[src/rtl/tcw_pkg.sv]
`timescale 1ns / 1ps
`default_nettype none
// ----------------------------------------------------------------------------
// Text console writer package
// Field widths, request and command codes, and the command word that goes
// from the request front end to the screen back end.
// ----------------------------------------------------------------------------
package tcw_pkg;

	localparam int COLUMNS_DEFAULT = 80;
	localparam int ROWS_DEFAULT    = 25;

	localparam int REQ_W      = 2;
	localparam int CHAR_W     = 8;
	localparam int ATTR_W     = 8;
	localparam int IDX_W      = 11;
	localparam int POS_W      = 11;
	localparam int CELL_W     = 16;
	// Enough address bits for the largest screen (128 columns by 64 rows).
	localparam int CMD_ADDR_W = 13;

	localparam logic [REQ_W-1:0] REQ_PUT   = 2'd0;
	localparam logic [REQ_W-1:0] REQ_READ  = 2'd1;
	localparam logic [REQ_W-1:0] REQ_CLEAR = 2'd2;

	localparam logic [CHAR_W-1:0] NEWLINE_CODE = 8'h0A;
	localparam logic [CHAR_W-1:0] SPACE_CODE   = 8'h20;
	localparam logic [ATTR_W-1:0] RESET_ATTR   = 8'h07;

	// Register index decoded from the configuration address.
	localparam logic REG_TEXT_ATTR = 1'b0;

	typedef enum logic [1:0] {
		OP_NOP,
		OP_WRITE,
		OP_READ,
		OP_CLEAR
	} op_t;

	typedef struct packed {
		op_t                   op;
		logic                  scroll;
		logic [CMD_ADDR_W-1:0] addr;
		logic [CELL_W-1:0]     cell_data;
		logic [POS_W-1:0]      pos;
	} cmd_t;

	typedef struct packed {
		logic init_busy;
	} back_status_t;

endpackage
`default_nettype wire

[src/rtl/tcw_ifs.sv]
`timescale 1ns / 1ps
`default_nettype none
// ----------------------------------------------------------------------------
// Text console writer channels
// Request and response channels with a valid/ready handshake.
// ----------------------------------------------------------------------------
interface tcw_req_if;
	logic                       valid;
	logic                       ready;
	logic [tcw_pkg::REQ_W-1:0]  req_type;
	logic [tcw_pkg::CHAR_W-1:0] char_code;
	logic [tcw_pkg::IDX_W-1:0]  cell_index;

	modport source (output valid, req_type, char_code, cell_index, input ready);
	modport sink (input valid, req_type, char_code, cell_index, output ready);
endinterface

`default_nettype wire

[src/rtl/tcw_front.sv]
`timescale 1ns / 1ps
`default_nettype none
// ----------------------------------------------------------------------------
// Request front end
// Accepts requests, keeps the cursor, and turns each request into a command
// with its memory address, cell word, scroll flag and resulting cursor.
// ----------------------------------------------------------------------------
module tcw_front #(
	parameter int COLUMNS = tcw_pkg::COLUMNS_DEFAULT,
	parameter int ROWS    = tcw_pkg::ROWS_DEFAULT
) (
	input  wire logic                       clk,
	input  wire logic                       arst_n,
	tcw_req_if.sink                         req,
	input  wire logic [tcw_pkg::ATTR_W-1:0] attr,
	input  wire tcw_pkg::back_status_t      status,
	output logic                            cmd_valid,
	input  wire logic                       cmd_ready,
	output tcw_pkg::cmd_t                   cmd
);

	localparam int CELLS  = COLUMNS * ROWS;
	localparam int ADDR_W = $clog2(CELLS);
	localparam int COL_W  = $clog2(COLUMNS);
	localparam int ROW_W  = $clog2(ROWS);
	localparam logic [COL_W-1:0]  COL_LAST = COL_W'(COLUMNS - 1);
	localparam logic [ROW_W-1:0]  ROW_LAST = ROW_W'(ROWS - 1);
	localparam logic [ADDR_W-1:0] ROW_STEP = ADDR_W'(COLUMNS);

	logic [ROW_W-1:0]  row_q;
	logic [COL_W-1:0]  col_q;
	logic [ADDR_W-1:0] base_q;
	logic [ROW_W-1:0]  row_n;
	logic [COL_W-1:0]  col_n;
	logic [ADDR_W-1:0] base_n;
	logic              next_line;
	logic              accept;

	// New requests wait while the screen is being cleared after reset.
	assign req.ready = cmd_ready && !status.init_busy;
	assign cmd_valid = req.valid && !status.init_busy;
	assign accept    = req.valid && req.ready;

	always_comb begin
		row_n         = row_q;
		col_n         = col_q;
		base_n        = base_q;
		next_line     = 1'b0;
		cmd.op        = tcw_pkg::OP_NOP;
		cmd.scroll    = 1'b0;
		cmd.addr      = '0;
		cmd.cell_data = '0;
		unique case (req.req_type)
			tcw_pkg::REQ_PUT: begin
				if (req.char_code == tcw_pkg::NEWLINE_CODE) begin
					col_n     = '0;
					next_line = 1'b1;
				end else begin
					cmd.op        = tcw_pkg::OP_WRITE;
					cmd.addr      = tcw_pkg::CMD_ADDR_W'(base_q + ADDR_W'(col_q));
					cmd.cell_data = {attr, req.char_code};
					if (col_q == COL_LAST) begin
						col_n     = '0;
						next_line = 1'b1;
					end else begin
						col_n = col_q + COL_W'(1);
					end
				end
				// Leaving the bottom row scrolls; the cursor stays on the bottom row.
				if (next_line) begin
					if (row_q == ROW_LAST) begin
						cmd.scroll = 1'b1;
					end else begin
						row_n  = row_q + ROW_W'(1);
						base_n = base_q + ROW_STEP;
					end
				end
			end
			tcw_pkg::REQ_READ: begin
				if (32'(req.cell_index) < 32'(CELLS)) begin
					cmd.op   = tcw_pkg::OP_READ;
					cmd.addr = tcw_pkg::CMD_ADDR_W'(req.cell_index);
				end
			end
			tcw_pkg::REQ_CLEAR: begin
				cmd.op = tcw_pkg::OP_CLEAR;
				row_n  = '0;
				col_n  = '0;
				base_n = '0;
			end
			default: begin
			end
		endcase
		cmd.pos = tcw_pkg::POS_W'(base_n + ADDR_W'(col_n));
	end

	always_ff @(posedge clk or negedge arst_n) begin
		if (!arst_n) begin
			row_q  <= '0;
			col_q  <= '0;
			base_q <= '0;
		end else if (accept) begin
			row_q  <= row_n;
			col_q  <= col_n;
			base_q <= base_n;
		end
	end

endmodule
`default_nettype wire

[src/flat_wrapper.sv]
// flat-port wrapper written by rule: the top's interface ports become plain ports
module tcw_front_flat 
#(
	parameter int COLUMNS = tcw_pkg::COLUMNS_DEFAULT,
	parameter int ROWS    = tcw_pkg::ROWS_DEFAULT
)
  (clk, arst_n, attr, status, cmd_valid, cmd_ready, cmd, req_valid, req_req_type, req_char_code, req_cell_index, req_ready);
  tcw_req_if req_i ();
  input  wire logic clk;
  input  wire logic arst_n;
  input  wire logic [tcw_pkg::ATTR_W-1:0] attr;
  input  wire tcw_pkg::back_status_t status;
  output logic cmd_valid;
  input  wire logic cmd_ready;
  output tcw_pkg::cmd_t cmd;
  input wire logic [$bits(req_i.valid)-1:0] req_valid;
  input wire logic [$bits(req_i.req_type)-1:0] req_req_type;
  input wire logic [$bits(req_i.char_code)-1:0] req_char_code;
  input wire logic [$bits(req_i.cell_index)-1:0] req_cell_index;
  output wire logic [$bits(req_i.ready)-1:0] req_ready;
  assign req_i.valid = req_valid;
  assign req_i.req_type = req_req_type;
  assign req_i.char_code = req_char_code;
  assign req_i.cell_index = req_cell_index;
  assign req_ready = req_i.ready;
  tcw_front #(.COLUMNS(COLUMNS), .ROWS(ROWS)) u_core (.clk(clk), .arst_n(arst_n), .req(req_i), .attr(attr), .status(status), .cmd_valid(cmd_valid), .cmd_ready(cmd_ready), .cmd(cmd));
endmodule
[config.mk]
export PLATFORM = sky130hd
export DESIGN_NAME = tcw_front_flat
export DESIGN_NICKNAME = d
export VERILOG_FILES = /design/src/rtl/tcw_pkg.sv /design/src/rtl/tcw_ifs.sv /design/src/rtl/tcw_front.sv /design/src/flat_wrapper.sv
export SDC_FILE = /design/constraint.sdc
export NUM_CORES = 1
export LEC_CHECK = 0
export ABC_CLOCK_PERIOD_IN_PS = 5600
export BUFFER_PORTS_ARGS = -buffer_cell sky130_fd_sc_hd__buf_2
export CORE_MARGIN = 2
export CORE_UTILIZATION = 45
export DETAILED_ROUTE_END_ITERATION = 7
export PLACE_DENSITY = 0.72
export SLEW_MARGIN = 10
export SYNTH_ARGS = -nofsm -noshare
export SYNTH_HDL_FRONTEND = slang
export SYNTH_SLANG_ARGS = --single-unit
[constraint.sdc]
create_clock -name clk -period 5.6 [get_ports clk]
set_clock_uncertainty 0.1 [all_clocks]
set_input_delay 0.84 -clock clk [delete_from_list [all_inputs] [get_ports clk]]
set_output_delay 0.84 -clock clk [all_outputs]
set_load 0.1 [all_outputs]
==> After elaboration in Yosys (flattened, before gate mapping) <==
Cells that the tools add are included.
{ "word_totals": {"reg_bits": 23, "out_inout_bits": 45, "word_cells": 45, "input_bits": 34} }
{ "op_classes": {"n_addsub": 5, "magnitude_cmp": 1, "n_mux": 22, "n_eq_ne": 7, "n_reduce_logical": 7} }
{ "op_table": {"columns": ["cell", "count"], "rows": [
  ["2-to-1 mux 11 bit", 3],
  ["2-to-1 mux 29 bit", 1],
  ["one-hot mux 13 bit (2 select lines)", 1],
  ["one-hot mux 11 bit (2 select lines)", 1],
  ["2-to-1 mux 16 bit", 1],
  ["2-to-1 mux 7 bit", 2],
  ["one-hot mux 7 bit (2 select lines)", 1],
  ["adder 11 x 7 -> 12 bit", 1],
  ["adder 11 x 7 -> 11 bit", 1],
  ["adder 11 x 7 -> 11 bit, second input constant", 1],
  ["< comparator 11 bit, second input constant", 1],
  ["2-to-1 mux 5 bit", 2],
  ["one-hot mux 5 bit (2 select lines)", 1],
  ["== test 8 x 4 -> 1 bit, second input constant", 1],
  ["adder 7 x 1 -> 7 bit, second input constant", 1],
  ["== test 7 bit, second input constant", 1],
  ["2-to-1 mux 1 bit", 7],
  ["one-hot mux 2 bit (3 select lines)", 1],
  ["adder 5 x 1 -> 5 bit, second input constant", 1],
  ["== test 5 bit, second input constant", 1],
  ["AND reduction 4 bit", 1],
  ["logical AND 1 bit", 3],
  ["== test 2 x 1 -> 1 bit, second input constant", 1],
  ["== test 2 bit, second input constant", 1],
  ["other kinds (6)", 6]
]} }

==> Longest topological paths before layout <==
{ "logic_depth": {"ltp_word": 7, "mapped_depth": 16, "ltp_nobuf": 15} }

==> Least setup slack after synthesis <==
OpenSTA, ideal clock, no wires.
{ "synth_timing": {"path_type": "input-to-output", "from": "input port req_req_type[0]", "to": "output port cmd[6] (netlist bit)", "t_required_ps": 4660, "arrival_ps": 4694, "slack_ps": -34, "stages": 16, "n_path_buf": 2, "path_cell_list": "buf_4 or2_2 clkbuf_8 nor2_1 nand2_1 o21ai_0 ha_1 inv_1 fa_1 nor2b_1 o21ai_0 nand2b_1 and2_2 o21a_1 nor2_1 xnor2_1"} }
{ "synth_rtl": {"columns": ["element", "line", "source"], "rows": [
  ["from (decl)", "flat_wrapper.sv:17", "input wire logic [$bits(req_i.req_type)-1:0] req_req_type;"],
  ["to (decl)", "flat_wrapper.sv:15", "output tcw_pkg::cmd_t cmd;"]
]} }

==> impl_metrics.ini <==
[outcome]
status = finished clean

[clock_network]
clkLatencyLatePin_ns = 0.27
cts_resized = 0
cts_buffers = 3
htree_levels = 1
holdBufCountCts = 0
clkTransAtPathRegs_ns = 0.10
cts_tree = built
clock-sinks = 23
cts_root_buf = clkbuf_8
post_cts_buffers = 0
cts_buffer_depth = 2

[yosys]
synth_edf_count = 0
syn_avg_cell_area_um2 = 7.92
synth-seq-cells = 23
syn_inst = 309
async_flop_share_pct = 100
yosysUniqueCellTypes = 54
yosys_warnings = 0
syn_area_um2 = 2450
ys.flop_type = dfrtp_1
synth_nets = 363
seq_area_frac_synth_pct = 23.5

[critical_path]
worst_r2r_path_depth = 8
cpMostUsedCell = o21ai_0
r2r-end = u_core.row_q[4]
critPathMaxStageDelay_ns = 0.44
crit_arrival_ns = 4.26
cp_cell_sequence = buf_2, or2_2, nor2_2, nand2_1, o21ai_0, ha_1, inv_1, fa_1, nor2b_1, o21ai_0, nand2b_1, and2_2, o21ai_0, nor4_2, xnor2_1, buf_12
cp_data_required_time_ns = 4.66
end_kind = output port
cp_num_buf_inv = 3
crit_slowest_cell = or2_2
cp_top_family = simple AND/OR/NAND/NOR gates
critPathLaunch = req_req_type[0]
critPathKind = in2out
start_kind = input port
crit_fanout = 19
r2r-start = u_core.col_q[0]
r2r_setup_slack_ns = 3.27

[final_layout]
post_route_cells_drive_above_1_share_pct = 28.0
syn2layout_area_growth_pct = 20.0
diodes = 0
nets = 434

[die]
rows = 26
initial_core_util_pct = 47.3
die-area_um2 = 6050
die_y_um = 77.8
ios = 79
die_w_um = 77.8
core_area_um2 = 5170

[grt]
grt_pass1_wl_mm = 10.9
grt_max_degree = 24
grt_pass1_vias = 2351
grt_antenna_before_repair = 0
gr-usage-all-layers_pct = 22.1
grt-ovfl-total = 0

[routing]
drc_errors = 0
drt-vias-per-instance = 5.60
drt_wl_total_mm = 6.63
wire_per_inst_um = 14.8
detail_route.iter0.violations = 230
ant_nets = 0
detailroute.via_count = 2515
dr.pass1.iters = 5

[timing]
finalCriticalPeriod_ns = 5.20
setup_tns_ns = 0
hold_ws_ns = 0.440
slew_headroom_pct = 52.8
finalMaxSlewViolations = 0
worst_pin_slew_ns = 0.700
hold_viol = 0
finalCritPeriodShare_pct = 92.8
max_freq_mhz = 192
rsz0062_at_grt = no
setup_viol = 0

[power_and_ir_drop]
ir_drop_v = 0.000126
p_leak_nw = 1.43
powerDensity_nw_per_um2 = 194

[min_path]
hold_path_class = in2async

[place]
gp_congestion = 0.877
io_buffers = 77
dp_hpwl_mm = 5.16

[run]
max-cap-violations = 0
==> final cells by class <==
type | instances | area [um^2]
multi-input cells | 256 | 1730
flip-flops and latches | 23 | 576
clock buffers | 3 | 41.3
repair buffers | 80 | 438
well taps | 70 | 87.6
fillers | 514 | 2230
clock inverters | 1 | 5.00
inverters | 16 | 60.1
==> per-stage QoR <==
step           power (mW)  util, %  setup slack [ns]  cell area (um^2)  instances
3_3_place_gp        0.460     55.9             0.436              2890        445
4_1_cts             0.575     56.7             0.281              2940        449
2_1_floorplan       0.410        -            0.0120              2460        309
5_1_grt             0.599     56.8             0.115              2940        449
3_5_place_dp        0.463     55.9             0.285              2890        445
6_report            0.571     56.8             0.403              2940        449
==> synthesized netlist by cell type (3+ instances only) <==
cell type	number	share of area (%)
nand2_1	35	5.4
nand2b_1	3	0.77
ha_1	18	9.2
o21ai_0	42	8.6
xnor2_1	11	3.9
buf_4	3	0.92
xor2_1	9	3.2
nor3_1	4	0.82
o31ai_1	10	3.1
a21oi_1	9	1.8
nand3_1	7	1.4
and2_1	12	3.1
dfrtp_1	23	24
o41ai_1	5	1.8
nor2_1	27	4.1
nand4_1	3	0.77
nor2b_1	8	2.0
and3_2	3	0.92
inv_1	16	2.5
clkbuf_1	6	0.92
and3_1	11	2.8
or2_2	3	0.77
==> placed cells by master (no fill, tap or decap), types with 5 or more instances in the layout <==
cell type	Yosys	final
buf_2	1	75
o21ai_0	42	42
nand2_1	35	35
nor2_1	27	26
dfrtp_1	23	23
ha_1	18	18
inv_1	16	16
and2_1	12	12
and3_1	11	11
o31ai_1	10	10
xnor2_1	11	10
a21oi_1	9	9
xor2_1	9	9
nor2b_1	8	8
nand3_1	7	7
o41ai_1	5	5
==> layer usage <==
metal / vias to the layer above / global-route usage [%] / wire (um)
met4: 0 / 7.14 / 150
met3: 12 / 2.67 / 372
met1: 1165 / 29.7 / 3090
li1: 1235 / - / -
met2: 103 / 36.7 / 3010
met5: - / 0 / 0
==> power by group <==
group	internal (mW)	total, mW	switching (mW)
Clock	0.0498	0.110	0.0601
Sequential	0.179	0.199	0.0201
Combinational	0.0572	0.262	0.205
==> sequential cells by signal (all words and copies together), names as in the netlist <==
name / count
u_core.col_q: 7
u_core.base_q: 11
u_core.row_q: 5
==> worst max-delay path by stage <==
| stage | slack [ns] | cells after the start | endpoint |
|---|---|---|---|
| after CTS | 0.28 | 16 | cmd[10] |
| after global routing | 0.11 | 16 | cmd[10] |
| after floorplan | 0.01 | 15 | cmd[8] |
| after detailed placement | 0.28 | 16 | cmd[10] |
| after global placement | 0.44 | 16 | cmd[10] |
| final | 0.40 | 16 | cmd[10] |
==> cells by family (layout without fill, tap and decap cells) <==
kind of cell	after synthesis	count (layout)	synth area share (%)
AO/OA/AOI/OAI	84	84	22.8
XOR/XNOR	20	20	7.15
adder cells (fa/ha/maj)	20	20	10.8
buffers and inverters	30	100	6.23
flip-flops	23	23	23.5
other	1	1	0.153
AND/OR/NAND/NOR	131	131	29.3
==> worst register-to-register path, cell delays in order, from the launching register on <==
cell and delay (ns):
dfrtp_1 0.47, ha_1 0.26, and3_4 0.23, and3_4 0.22, o21ai_4 0.10, a21oi_1 0.43
nand4_1 0.17, xor2_1 0.19, nor2_1 0.06
Power figures use the tool's default switching activity.
