File: src/rtl/tcw_pkg.sv
`timescale 1ns / 1ps
`default_nettype none
// ----------------------------------------------------------------------------
// Text console writer package
// Field widths, request and command codes, and the command word that goes
// from the request front end to the screen back end.
// ----------------------------------------------------------------------------
package tcw_pkg;

	localparam int COLUMNS_DEFAULT = 80;
	localparam int ROWS_DEFAULT    = 25;

	localparam int REQ_W      = 2;
	localparam int CHAR_W     = 8;
	localparam int ATTR_W     = 8;
	localparam int IDX_W      = 11;
	localparam int POS_W      = 11;
	localparam int CELL_W     = 16;
	// Enough address bits for the largest screen (128 columns by 64 rows).
	localparam int CMD_ADDR_W = 13;

	localparam logic [REQ_W-1:0] REQ_PUT   = 2'd0;
	localparam logic [REQ_W-1:0] REQ_READ  = 2'd1;
	localparam logic [REQ_W-1:0] REQ_CLEAR = 2'd2;

	localparam logic [CHAR_W-1:0] NEWLINE_CODE = 8'h0A;
	localparam logic [CHAR_W-1:0] SPACE_CODE   = 8'h20;
	localparam logic [ATTR_W-1:0] RESET_ATTR   = 8'h07;

	// Register index decoded from the configuration address.
	localparam logic REG_TEXT_ATTR = 1'b0;

	typedef enum logic [1:0] {
		OP_NOP,
		OP_WRITE,
		OP_READ,
		OP_CLEAR
	} op_t;

	typedef struct packed {
		op_t                   op;
		logic                  scroll;
		logic [CMD_ADDR_W-1:0] addr;
		logic [CELL_W-1:0]     cell_data;
		logic [POS_W-1:0]      pos;
	} cmd_t;

	typedef struct packed {
		logic init_busy;
	} back_status_t;

endpackage
`default_nettype wire

File: src/rtl/tcw_cmd_queue.sv
`timescale 1ns / 1ps
`default_nettype none
// ----------------------------------------------------------------------------
// Command queue
// Two-entry queue of commands between the front end and the back end.
// ----------------------------------------------------------------------------
module tcw_cmd_queue (
	input  wire logic          clk,
	input  wire logic          arst_n,
	input  wire logic          in_valid,
	output logic               in_ready,
	input  wire tcw_pkg::cmd_t in_cmd,
	output logic               out_valid,
	input  wire logic          out_ready,
	output tcw_pkg::cmd_t      out_cmd
);

	tcw_pkg::cmd_t entry_q [2];
	logic          wr_ptr_q;
	logic          rd_ptr_q;
	logic [1:0]    count_q;
	logic          push;
	logic          pop;

	assign in_ready  = (count_q != 2'd2);
	assign out_valid = (count_q != 2'd0);
	assign out_cmd   = entry_q[rd_ptr_q];
	assign push      = in_valid && in_ready;
	assign pop       = out_valid && out_ready;

	always_ff @(posedge clk or negedge arst_n) begin
		if (!arst_n) begin
			wr_ptr_q <= 1'b0;
			rd_ptr_q <= 1'b0;
			count_q  <= 2'd0;
		end else begin
			if (push) begin
				wr_ptr_q <= ~wr_ptr_q;
			end
			if (pop) begin
				rd_ptr_q <= ~rd_ptr_q;
			end
			if (push && !pop) begin
				count_q <= count_q + 2'd1;
			end else if (pop && !push) begin
				count_q <= count_q - 2'd1;
			end
		end
	end

	always_ff @(posedge clk) begin
		if (push) begin
			entry_q[wr_ptr_q] <= in_cmd;
		end
	end

endmodule
`default_nettype wire

File: config.mk
export PLATFORM = sky130hd
export DESIGN_NAME = tcw_cmd_queue
export DESIGN_NICKNAME = d
export VERILOG_FILES = /design/src/rtl/tcw_pkg.sv /design/src/rtl/tcw_cmd_queue.sv
export SDC_FILE = /design/constraint.sdc
export NUM_CORES = 1
export LEC_CHECK = 0
export ABC_AREA = 1
export BUFFER_PORTS_ARGS = -buffer_cell sky130_fd_sc_hd__buf_4
export CAP_MARGIN = 10
export CORE_MARGIN = 2
export CORE_UTILIZATION = 40
export DETAILED_ROUTE_END_ITERATION = 12
export GPL_TIMING_DRIVEN = 0
export HOLD_SLACK_MARGIN = 0.05
export PLACE_DENSITY = 0.65
export SLEW_MARGIN = 25
export SYNTH_ARGS = -nofsm -noshare
export SYNTH_HDL_FRONTEND = slang
export SYNTH_SLANG_ARGS = --single-unit
File: constraint.sdc
create_clock -name clk -period 3.5 [get_ports clk]
set_clock_uncertainty 0.05 [all_clocks]
set_input_delay 0.175 -clock clk [delete_from_list [all_inputs] [get_ports clk]]
set_output_delay 0.175 -clock clk [all_outputs]
set_load 0.02 [all_outputs]
Word level (Yosys, flattened, before mapping)
Memories as Yosys holds them, arrays and structs flattened. Index checks and enable logic that the tools add are counted.

Divide/modulo/power cells: 0. $lt $le $gt $ge: 0. Add/subtract/negate cells: 2. Bitwise operators: 2. Reductions and logical operators: 8. $mul: 0. Shift operators: 0. Equality and inequality tests: 1. Mux-type cells: 4.

Operator list (number): logical AND 1 bit (4); two-way mux 2 bit (2); nonzero test 2 bit (2); adder 2 x 1 -> 2 bit (second input constant) (1); logical NOT 1 bit (2); two-way mux 1 bit (2); inequality test 2 bit (second input constant) (1); NOT 1 bit (2); subtractor 2 x 1 -> 2 bit (second input constant) (1).

Output and inout port bits: 45. Bits of input ports: 47. Memory bits (writable): 86. Bits in latches: 0. Memories: 1. ROM bits: 0. Flip-flop bits (word level): 4. Word-level logic and storage cells: 21.

Memories: entry_q (depth 2, width 43, read ports 1, clocked after memory_dff 0, write ports 1, RTL line tcw_cmd_queue.sv:18) `tcw_pkg::cmd_t entry_q [2];`.

Depth between registers and ports, before layout
Gate-level depths: netlist of run 1.

Depth after elaboration: 6. Mapped depth: 10. Gate-level depth less buffers: 10.

Worst setup path before layout of run 1
OpenSTA, ideal clock, no wires.

Path type: reg-to-reg. Start: reg count_q[0]. End: mem entry_q[0][0] (netlist bit), enable pin. Data required time: 3.007 ns. Stages on the path, launching flop included: 5. Library setup time: 0.443 ns. Slack: 0.540 ns. Arrival time: 2.467 ns. Path buffers: 0. Period minus slack after synthesis: 2.960 ns. Cell sequence: dfrtp_1 -> inv_2 -> nand2_2 -> nand2_2 -> nor2_1.

Word-level cells in the longest chain between the ends: 4.

RTL lines: from (decl) (RTL line tcw_cmd_queue.sv:21) `logic [1:0] count_q;`; from (signal assigned) (RTL line tcw_cmd_queue.sv:44) `count_q <= count_q + 2'd1;`; from (signal assigned) (RTL line tcw_cmd_queue.sv:46) `count_q <= count_q - 2'd1;`; inequality test 2 bit (RTL line tcw_cmd_queue.sv:25) `assign in_ready = (count_q != 2'd2);`; net in_ready (RTL line tcw_cmd_queue.sv:11) `output logic in_ready,`; logical AND 1 bit (RTL line tcw_cmd_queue.sv:28) `assign push = in_valid && in_ready;`; two-way mux 1 bit (RTL line tcw_cmd_queue.sv:52) `if (push) begin`; two-way mux 1 bit (implied by the code) (RTL line tcw_cmd_queue.sv:53) `entry_q[wr_ptr_q] <= in_cmd;`; to (decl) (RTL line tcw_cmd_queue.sv:18).

The timed path passes the listed nets, and every way through them passes these cells.

Worst setup path in the final report of run 1
Start: reg count_q[0]. End: mem entry_q[0][13] (netlist bit), enable pin.

Word-level cells in the longest chain between the ends: 4.

RTL lines (RTL line): inequality test 2 bit (tcw_cmd_queue.sv:25); logical AND 1 bit (tcw_cmd_queue.sv:28); two-way mux 1 bit (tcw_cmd_queue.sv:52); two-way mux 1 bit (implied by the code) (tcw_cmd_queue.sv:53).

Every way passes these cells.

==> results of run 1 <==
[what timing repair did]
| item | 4_1_cts | 5_1_grt |
|---|---|---|
| hold endpoints to repair | 91 | 0 |
| hold buffers | 45 | 0 |
| gates resized for setup | 0 | 0 |
| setup buffers | 0 | 0 |
[cell usage in the layout, fill, tap and decap left out]
master	synthesis	routed
dlygate4sd3_1	0	45
buf_12	1	1
edfxtp_1	86	86
buf_6	5	5
clkinv_2	0	1
inv_6	0	1
clkinvlp_4	0	2
inv_2	1	1
nand4_1	1	1
xor2_1	1	1
clkbuf_8	0	9
xnor2_1	1	1
bufinv_16	0	2
clkinv_1	0	1
dfrtp_1	4	4
nor2_4	0	2
buf_16	0	2
nand3_1	2	2
buf_4	3	94
ha_1	1	1
inv_8	1	1
nand2_1	126	126
inv_1	5	5
nand2_2	13	13
[critical path: stages (launching register included)]
cell and delay, ns:
dfrtp_1 0.41, inv_2 0.07, nand2_2 0.07, nand2_2 0.11
nor2_4 0.57, buf_16 0.25
[logic make-up (layout without fill, tap and decap cells)]
kind of cell	count (synthesis)	after routing
xor gates and xnor gates	2	2
DFF	90	90
adders and majority gates	1	1
buffers and inverters	16	170
and+or+nand+nor	144	144
[cell type report]
cell class                 count  area [sq um]
buffer                         9          98.8
inverter                       7          33.8
sequential                    90          2680
clock inverter                 7          92.6
clock buffer                   9           124
fill                         678          3280
timing repair buffer         138          1190
multi-input combinational    147           623
tap                          105           131
[per-stage QoR]
stage	area (sq um)	setup TNS, ns
2_1_floorplan	3420	0
3_3_place_gp	4240	-39.42
3_5_place_dp	4310	0
4_1_cts	4970	0
5_1_grt	4970	0
6_report	4970	0
[where the power goes]
group          internal [W]  switching, W  total [W]
Sequential          0.00147     0.0000688    0.00154
Clock              0.000401      0.000350   0.000750
Combinational      0.000700       0.00101    0.00171
[flip-flops by register name (all words and copies together) (netlist names)]
| name | flops |
|---|---|
| count_q | 2 |
| wr_ptr_q | 1 |
| rd_ptr_q | 1 |
| entry_q | 86 |
[routing by layer]
metal,GRT usage (%),share of wire (%),vias to the layer above,wire length (microns)
met1,15.4,39,1041,2470
met5,0,0,-,0
met2,27.7,54,62,3470
met4,7.04,1.8,0,114
met3,3.41,5.6,10,362
li1,-,-,1139,-
[final timing paths]
| path | startpoint | to | slack, ns |
|---|---|---|---|
| worst max-delay path | count_q[0]$_DFFE_PN0P_ | entry_q[0][13]$_DFFE_PP_ | 1.67 |
| worst min-delay path | arst_n | wr_ptr_q$_DFFE_PN0P_ | 0.10 |
| worst max register to register | count_q[0]$_DFFE_PN0P_ | entry_q[0][13]$_DFFE_PP_ | 1.67 |
| worst min register to register | count_q[0]$_DFFE_PN0P_ | count_q[0]$_DFFE_PN0P_ | 0.47 |
| max in group asynchronous | arst_n | rd_ptr_q$_DFFE_PN0P_ | 3.19 |
| min in group clk | in_valid | wr_ptr_q$_DFFE_PN0P_ | 0.15 |
==> run_results.csv, run 1 <==
group,metric,value,unit
status,status,"complete, no violations",
floorplanning,fp.dieW,96.5,microns
synth,yosysTopAreaCell,"edfxtp_1",
synth,synth_area_leaders,"edfxtp_1 75%, nand2_1 14%, dfrtp_1 2.9%",
place,post-place-cells,451,
synth,synth_seq_area_share,78.4,%
timing,hold_ws,0.102,ns
floorplanning,die_area,9310,sq um
timing,setup_violations,0,
global_routing,grt_max_degree,23,
cts,clockBufferDepth,2,
routing,drtAntennaViolNets,0,
cts,clk_pin_slew,0.09,ns
flow_run,maxCapViolCount,0,
final_layout,diodes,0,
timing,drv_slew,0,
synth,syn_area,3420,sq um
timing,slew_headroom,52.0,%
timing,fin_crit,1.83,ns
power,power.total,0.00401,W
floorplanning,start_util,41.5,%
timing,period_share,52.3,%
final_layout,finalNetCount,450,
power,power_density,805,nW/um^2
place,dpl_worst_slack,1.63,ns
setup_path,startpoint_type,"register",
global_routing,grt_pass1_vias,2263,
timing,max_freq,546,MHz
routing,wl_per_cell,12.5,microns
synth,synth.avg_cell_area,13.5,sq um
setup_path,crit_type,"register to register",
synth,synth_ff_type,"edfxtp_1",
timing,tightest_slew,0.718,ns
synth,synthMuxAreaShare,0,%
global_routing,track_usage,14.7,%
floorplanning,rows,33,
timing,finalHoldViolCount,0,
synth,yosysMostFrequentCell,"nand2_1",
synth,synthArstFlopShare,4.44,%
cts,worstSkewPairLatency,0.35,ns
cts,numCtsBuffers,9,
global_routing,overflow,0,
synth,synth_edf_count,86,
setup_path,critPathMaxFanout,22,
synth,synth-compound-area-share,0,%
synth,yosys.area.top_type_share,75.4,%
routing,drc,0,
synth,syn_nets,301,
global_routing,antenna_found_initial,0,
routing,wirelength,6420,microns
place,port_buffers,91,
synth,synth_commonest_cells,"126 x nand2_1, 86 x edfxtp_1, 13 x nand2_2, 5 x buf_6, 5 x inv_1",
place,dpl.hpwl,4060,microns
synth,synth_xor_area_share,0.512,%
routing,vias_per_cell,4.40,
routing,vias,2252,
cts,htree_num_levels,3,
global_routing,grt_pass1_wl,10100,microns
cts,cts_tree,"yes",
routing,drtIter0Drc,72,
cts,root_buffer,"clkbuf_8",
floorplanning,coreArea,8260,sq um
power,p_leak,2.13,nW
timing,setup_slack,1.67,ns
setup_path,worstRegToRegCells,5,
timing,rsz0062_at_grt,"false",
setup_path,required,3.50,ns
power,ir_drop,0.000484,V
synth,ys_ff_latch,90,
min_path,hp-class,"input port to asynchronous set/reset pin",
final_layout,fin_util,60.2,%
final_layout,fin_cells,512,
setup_path,arrival,1.83,ns
setup_path,end_kind,"register",
final_layout,syn2layout_area_growth,45.3,%
cts,cts.sinks,90,
final_layout,drive_above_1_share,32.9,%
synth,synthCells,253,
floorplanning,io_pins,92,
synth,yosys.area_share.adder,0.365,%
synth,yosys.area_share.simple,16.9,%
place,gp_congestion,0.619,
synth,synth_top_family_by_area,"simple AND/OR/NAND/NOR gates",
routing,drt_first_pass_iters,4,
floorplanning,fp.dieH,96.5,microns
synth,synth_cell_types,16,
synth,ys_warn_count,0,
(Power assumes the default switching activity.)
==> run 2: changes to the inputs <==
Settings changed: PLACE_DENSITY 0.65 to 0.67.
Clock period 3.5 ns to 1.5 ns, I/O delays scaled along.
==> run 2 against run 1 <==
Effect of this change: the flow now finishes with violations (negative setup slack); non-clock buffer count is 16 higher; wire length is 14% higher; first-iteration DRC count is 36% lower; core utilization is 7.1 points higher; cell area is 12% higher; sequential power is 140% higher; combinational power grew to 3.2 times the previous value; sequential share of layout area is 5.7 points lower; critical path type is now register to output pin.
==> run_results.csv, run 2 (synthesis gave the netlist of run 1 again) <==
group,metric,value,unit
status,status,"finished with violations",
status,violations,"negative setup slack",
routing,wl_per_cell,13.8,microns
floorplanning,rows,33,
power,power_density,1950,nW/um^2
place,dpl_worst_slack,-0.302,ns
power,ir_drop,0.000894,V
global_routing,grt_pass1_vias,2335,
final_layout,drive_above_1_share,52.8,%
setup_path,required,1.37,ns
routing,drt_first_pass_iters,3,
final_layout,largest-register,"entry_q",
setup_path,arrival,1.39,ns
power,p_int,0.00692,W
timing,drv_slew,0,
setup_path,r2r_end,"entry_q[1][2]$_DFFE_PP_",
setup_path,critPathBufInv,4,
timing,setup_slack,-0.0180,ns
power,seqPwrFrac,33.7,%
cts,cts_tree,"yes",
routing,drtIter0Drc,46,
global_routing,grt_max_degree,25,
routing,vias_per_cell,4.44,
cts,root_buffer,"clkbuf_8",
final_layout,largest_register_ff_count,86,
setup_path,worstRegToRegCells,4,
final_layout,syn2layout_area_growth,62.5,%
final_layout,fin_util,67.4,%
power,power.total,0.0108,W
power,switching_share,36.2,%
setup_path,ff2ff_setup_slack,0.04,ns
setup_path,critPathTopFamily,"buffers and inverters",
setup_path,path_cells,"buf_6 -> clkinv_8 -> clkbuf_16 -> nand2_2 -> nand2_2 -> buf_6",
final_layout,final_cell_mix,"86 x edfxtp_1, 80 x nand2_2, 62 x buf_4",
flow_run,maxCapViolCount,0,
final_layout,diodes,0,
min_path,hold_end,"entry_q[1][12]$_DFFE_PP_",
min_path,hp-class,"input port to register",
timing,hold_ws,0.394,ns
setup_path,r2r-start,"count_q[1]$_DFFE_PN0P_",
min_path,worstHoldPathCells,2,
setup_path,startpoint_type,"register",
timing,slew_headroom,76.8,%
place,dpl.hpwl,4150,microns
timing,period_share,101,%
place,postPlaceCellArea,4300,sq um
floorplanning,fp.dieH,96.5,microns
cts,cts.sinks,90,
cts,numCtsBuffers,9,
floorplanning,fp.dieW,96.5,microns
timing,fin_crit,1.52,ns
power,power_frac_clock,15.8,%
timing,max_freq,659,MHz
routing,vias,2357,
routing,drc,0,
floorplanning,start_util,41.5,%
routing,drtAntennaViolNets,0,
setup_path,crit_type,"register to output pin",
setup_path,critPathMaxFanout,8,
final_layout,final_common_cell,"edfxtp_1",
cts,clockBufferDepth,2,
min_path,min_from,"in_cmd[12]",
final_layout,finalNetCount,469,
timing,finalHoldViolCount,0,
cts,clk_pin_slew,0.08,ns
power,power_switching,0.00392,W
place,gp_congestion,0.663,
power,p_leak,2.31,nW
final_layout,num-fill-cells,621,
floorplanning,die_area,9310,sq um
timing,tightest_slew,0.347,ns
place,port_buffers,91,
floorplanning,coreArea,8260,sq um
setup_path,end_kind,"output pin",
cts,htree_num_levels,3,
timing,setup_violations,11,
global_routing,antenna_found_initial,0,
final_layout,final_area,5560,sq um
global_routing,grt_pass1_wl,11000,microns
global_routing,track_usage,16.3,%
power,pwr-share-comb,50.4,%
global_routing,overflow,0,
cts,worstSkewPairLatency,0.35,ns
setup_path,critPathMaxStageDelay,0.35,ns
final_layout,reg_top3,"entry_q x86, count_q x2",
setup_path,crit_slowest_cell,"dfrtp_1",
floorplanning,io_pins,92,
routing,wirelength,7320,microns
timing,rsz0062_at_grt,"true",
## run 2: changes by cell type in the layout (fill, tap and decap cells not counted), sizes merged
cell	delta
inv	-1
clkbuf	+3
clkinv	+2
buf	+12
nor2	+2
clkinvlp	-1
dlygate4sd3	+2
## run 2: metrics by stage
stage          TNS (ns)  cells
6_report        -0.0990    531
3_5_place_dp     -17.04    451
2_1_floorplan    -20.12    253
5_1_grt           -3.76    531
3_3_place_gp     -48.16    449
4_1_cts          -0.417    525
## run 2: power groups by stage
stage               registers [W]  logic [W]  clock network (W)
detailed placement        0.00367    0.00397                  0
CTS                       0.00362    0.00483            0.00176
finish                    0.00366    0.00547            0.00172
global placement          0.00365    0.00385                  0
global route              0.00370    0.00589            0.00188
floorplan                 0.00363    0.00239                  0
## run 2: how the worst max path moves through the flow
stage / from / end / slack [ns] / depth (start not counted)
2_1_floorplan: count_q[0]$_DFFE_PN0P_ / entry_q[0][0]$_DFFE_PP_ / -0.25 / 4
3_3_place_gp: count_q[0]$_DFFE_PN0P_ / entry_q[0][12]$_DFFE_PP_ / -0.57 / 4
3_5_place_dp: count_q[0]$_DFFE_PN0P_ / entry_q[0][12]$_DFFE_PP_ / -0.30 / 5
4_1_cts: rd_ptr_q$_DFFE_PN0P_ / out_cmd[36] / -0.07 / 7
5_1_grt: rd_ptr_q$_DFFE_PN0P_ / out_cmd[30] / -0.11 / 6
6_report: rd_ptr_q$_DFFE_PN0P_ / out_cmd[30] / -0.02 / 6
## run 2: area by class of cell
class                      count  area, sq um  share of cell area [%]
tap                          105          131                    2.36
multi-input combinational    149          867                    15.6
buffer                         8         98.8                    1.78
sequential                    90         2680                    48.2
inverter                       7         38.8                   0.697
timing repair buffer         155         1530                    27.4
clock inverter                 6         81.3                    1.46
timing repair inverter         1         8.76                   0.157
clock buffer                  10          128                    2.29
## run 2: metal layers
metal / share of wire, % / vias up / GRT usage [%]
li1: - / 1181 / -
met1: 39 / 1106 / 18.5
met2: 55 / 59 / 29.1
met3: 4.3 / 11 / 4.34
met4: 1.7 / 0 / 7.04
met5: 0 / - / 0
## run 2: what timing repair did
item / 4_1_cts / 5_1_grt
setup endpoints to repair: 118 / 47
gates cloned: 4 / 2
pin swaps: 3 / 22
endpoints found under the hold margin: 92 / 0
gates resized for setup: 48 / 84
setup buffers: 8 / 4
hold buffers: 47 / 0
==> run 3: changes to the inputs <==
Settings changed: CORE_UTILIZATION 40 to 47, PLACE_DENSITY 0.67 to 0.76, SLEW_MARGIN 25 to 5.
==> run 3 against run 2 <==
Effect of this change: the run still ends with negative setup slack left; die area fell by 14%; via count rose by 7.8%; worst hold slack got worse by 0.26 ns; register-to-register slack barely moved.
==> run_results.csv, run 3 (synthesis gave the netlist of run 1 again) <==
group,metric,value,unit
power,power_switching,0.00399,W
cts,worstSkewPairLatency,0.34,ns
cts,clk_pin_slew,0.08,ns
routing,wirelength,8290,microns
power,power_density,1950,nW/um^2
global_routing,antenna_found_initial,0,
setup_path,crit_type,"register to output pin",
floorplanning,die_area,7980,sq um
global_routing,overflow,0,
power,p_int,0.00674,W
timing,drv_slew,0,
setup_path,arrival,1.38,ns
setup_path,end_kind,"output pin",
floorplanning,fp.dieW,89.3,microns
setup_path,path_cells,"buf_8 -> clkinv_8 -> buf_8 -> nand2_1 -> nand2_1 -> buf_6",
cts,numCtsBuffers,9,
final_layout,multi_input_area,802,sq um
setup_path,critPathMaxFanout,10,
floorplanning,start_util,48.0,%
setup_path,crit_slowest_cell,"dfrtp_1",
global_routing,track_usage,19.2,%
power,p_leak,2.32,nW
setup_path,critPathMaxStageDelay,0.37,ns
final_layout,drive_above_1_share,43.2,%
power,power.total,0.0107,W
min_path,hp-class,"input port to register",
floorplanning,coreArea,7140,sq um
floorplanning,fp.dieH,89.3,microns
floorplanning,io_pins,92,
final_layout,regArea,2680,sq um
place,port_buffers,91,
routing,drtIter0Drc,121,
routing,drc,0,
timing,hold_ws,0.132,ns
place,post-place-cells,443,
setup_path,required,1.37,ns
timing,tightest_slew,0.437,ns
cts,cts_tree,"yes",
cts,cts.sinks,90,
setup_path,startpoint_type,"register",
timing,rsz0062_at_grt,"true",
routing,vias,2542,
status,status,"finished with violations",
power,seqPwrFrac,33.8,%
final_layout,diodes,0,
final_layout,finalNetCount,478,
place,gp_congestion,0.675,
cts,htree_num_levels,3,
power,switching_share,37.2,%
final_layout,fin_util,77.2,%
cts,root_buffer,"clkbuf_8",
timing,finalHoldViolCount,0,
power,ir_drop,0.00104,V
routing,drtAntennaViolNets,0,
power,power_frac_clock,14.6,%
status,violations,"negative setup slack",
power,pwr-share-comb,51.6,%
final_layout,fin_cells,534,
final_layout,largest_register_ff_count,86,
final_layout,final_common_cell,"nand2_1",
timing,setup_slack,-0.00690,ns
routing,drt_first_pass_iters,4,
global_routing,grt_max_degree,22,
final_layout,syn2layout_area_growth,61.0,%
timing,max_freq,664,MHz
timing,period_share,100,%
final_layout,reg_top3,"entry_q x86, count_q x2",
place,dpl.hpwl,3800,microns
routing,wl_per_cell,15.5,microns
flow_run,maxCapViolCount,0,
timing,fin_crit,1.51,ns
global_routing,grt_pass1_wl,11000,microns
floorplanning,rows,31,
timing,slew_headroom,70.8,%
final_layout,final_cell_mix,"100 x nand2_1, 86 x edfxtp_1, 71 x buf_4",
timing,setup_violations,5,
final_layout,num-fill-cells,430,
final_layout,largest-register,"entry_q",
routing,vias_per_cell,4.76,
global_routing,grt_pass1_vias,2421,
cts,clockBufferDepth,2,
-- run 3: cell count changes in the layout (fill, tap and decap cells not counted), sizes merged --
cell / delta
inv: -1
dlygate4sd3: -1
buf: +6
clkbuf: +1
nor2: +4
clkinvlp: +1
bufinv: -1
-- run 3: repair_timing --
| action | in CTS | in global routing |
|---|---|---|
| pin swaps | 3 | 4 |
| gates resized for setup | 12 | 73 |
| hold endpoints to repair | 91 | 0 |
| hold buffers | 46 | 0 |
| endpoints found under the setup margin | 93 | 108 |
| cloned | 5 | 4 |
| setup buffers | 9 | 11 |
-- run 3: metal layers --
metal	GRT usage, %	up-vias	part of all wire [%]
li1	-	1208	-
met1	21.8	1228	39
met2	34.6	90	53
met3	5.26	16	5.3
met4	7.19	0	1.9
met5	0	-	0
-- run 3: final timing paths --
path	startpoint	to	slack, ns	cells past startpoint
worst max register to register	count_q[0]$_DFFE_PN0P_	count_q[1]$_DFFE_PN0P_	0.05	9
worst min register to register	count_q[1]$_DFFE_PN0P_	count_q[1]$_DFFE_PN0P_	0.53	2
min in group asynchronous	arst_n	rd_ptr_q$_DFFE_PN0P_	0.60	3
worst max-delay path	rd_ptr_q$_DFFE_PN0P_	out_cmd[7]	-0.007	6
max in group asynchronous	arst_n	wr_ptr_q$_DFFE_PN0P_	0.60	3
worst min-delay path	in_valid	wr_ptr_q$_DFFE_PN0P_	0.13	4
-- run 3: layout make-up --
type / count / share of cell area [%]
buffer: 9 / 2.07
clock buffer: 11 / 2.38
clock inverter: 5 / 0.999
inverter: 7 / 0.772
multi-input combinational: 153 / 14.5
sequential: 90 / 48.7
tap: 99 / 2.25
timing repair buffer: 159 / 28.1
timing repair inverter: 1 / 0.204
-- run 3: power by group through the flow --
stage | registers [W] | clock network [W] | logic [W]
after global placement | 0.00365 | 0 | 0.00382
after global routing | 0.00367 | 0.00171 | 0.00591
after CTS | 0.00364 | 0.00158 | 0.00442
after detailed placement | 0.00368 | 0 | 0.00388
after floorplan | 0.00363 | 0 | 0.00239
final | 0.00363 | 0.00157 | 0.00553
-- run 3: through the flow --
| stage | area (sq um) | setup TNS [ns] | worst slack, ns |
|---|---|---|---|
| 2_1_floorplan | 3450 | -20.12 | -0.245 |
| 3_3_place_gp | 4260 | -46.18 | -0.553 |
| 3_5_place_dp | 4260 | -48.71 | -0.568 |
| 4_1_cts | 5090 | -5.45 | -0.183 |
| 5_1_grt | 5510 | -2.16 | -0.0940 |
| 6_report | 5510 | -0.0181 | -0.00690 |
-- run 3: worst max-delay path: cells and delay by family, from the launching register on --
family        cells  cell delay [ns]
flops             1             0.37
buf+inv           4             0.54
simple gates      2             0.14
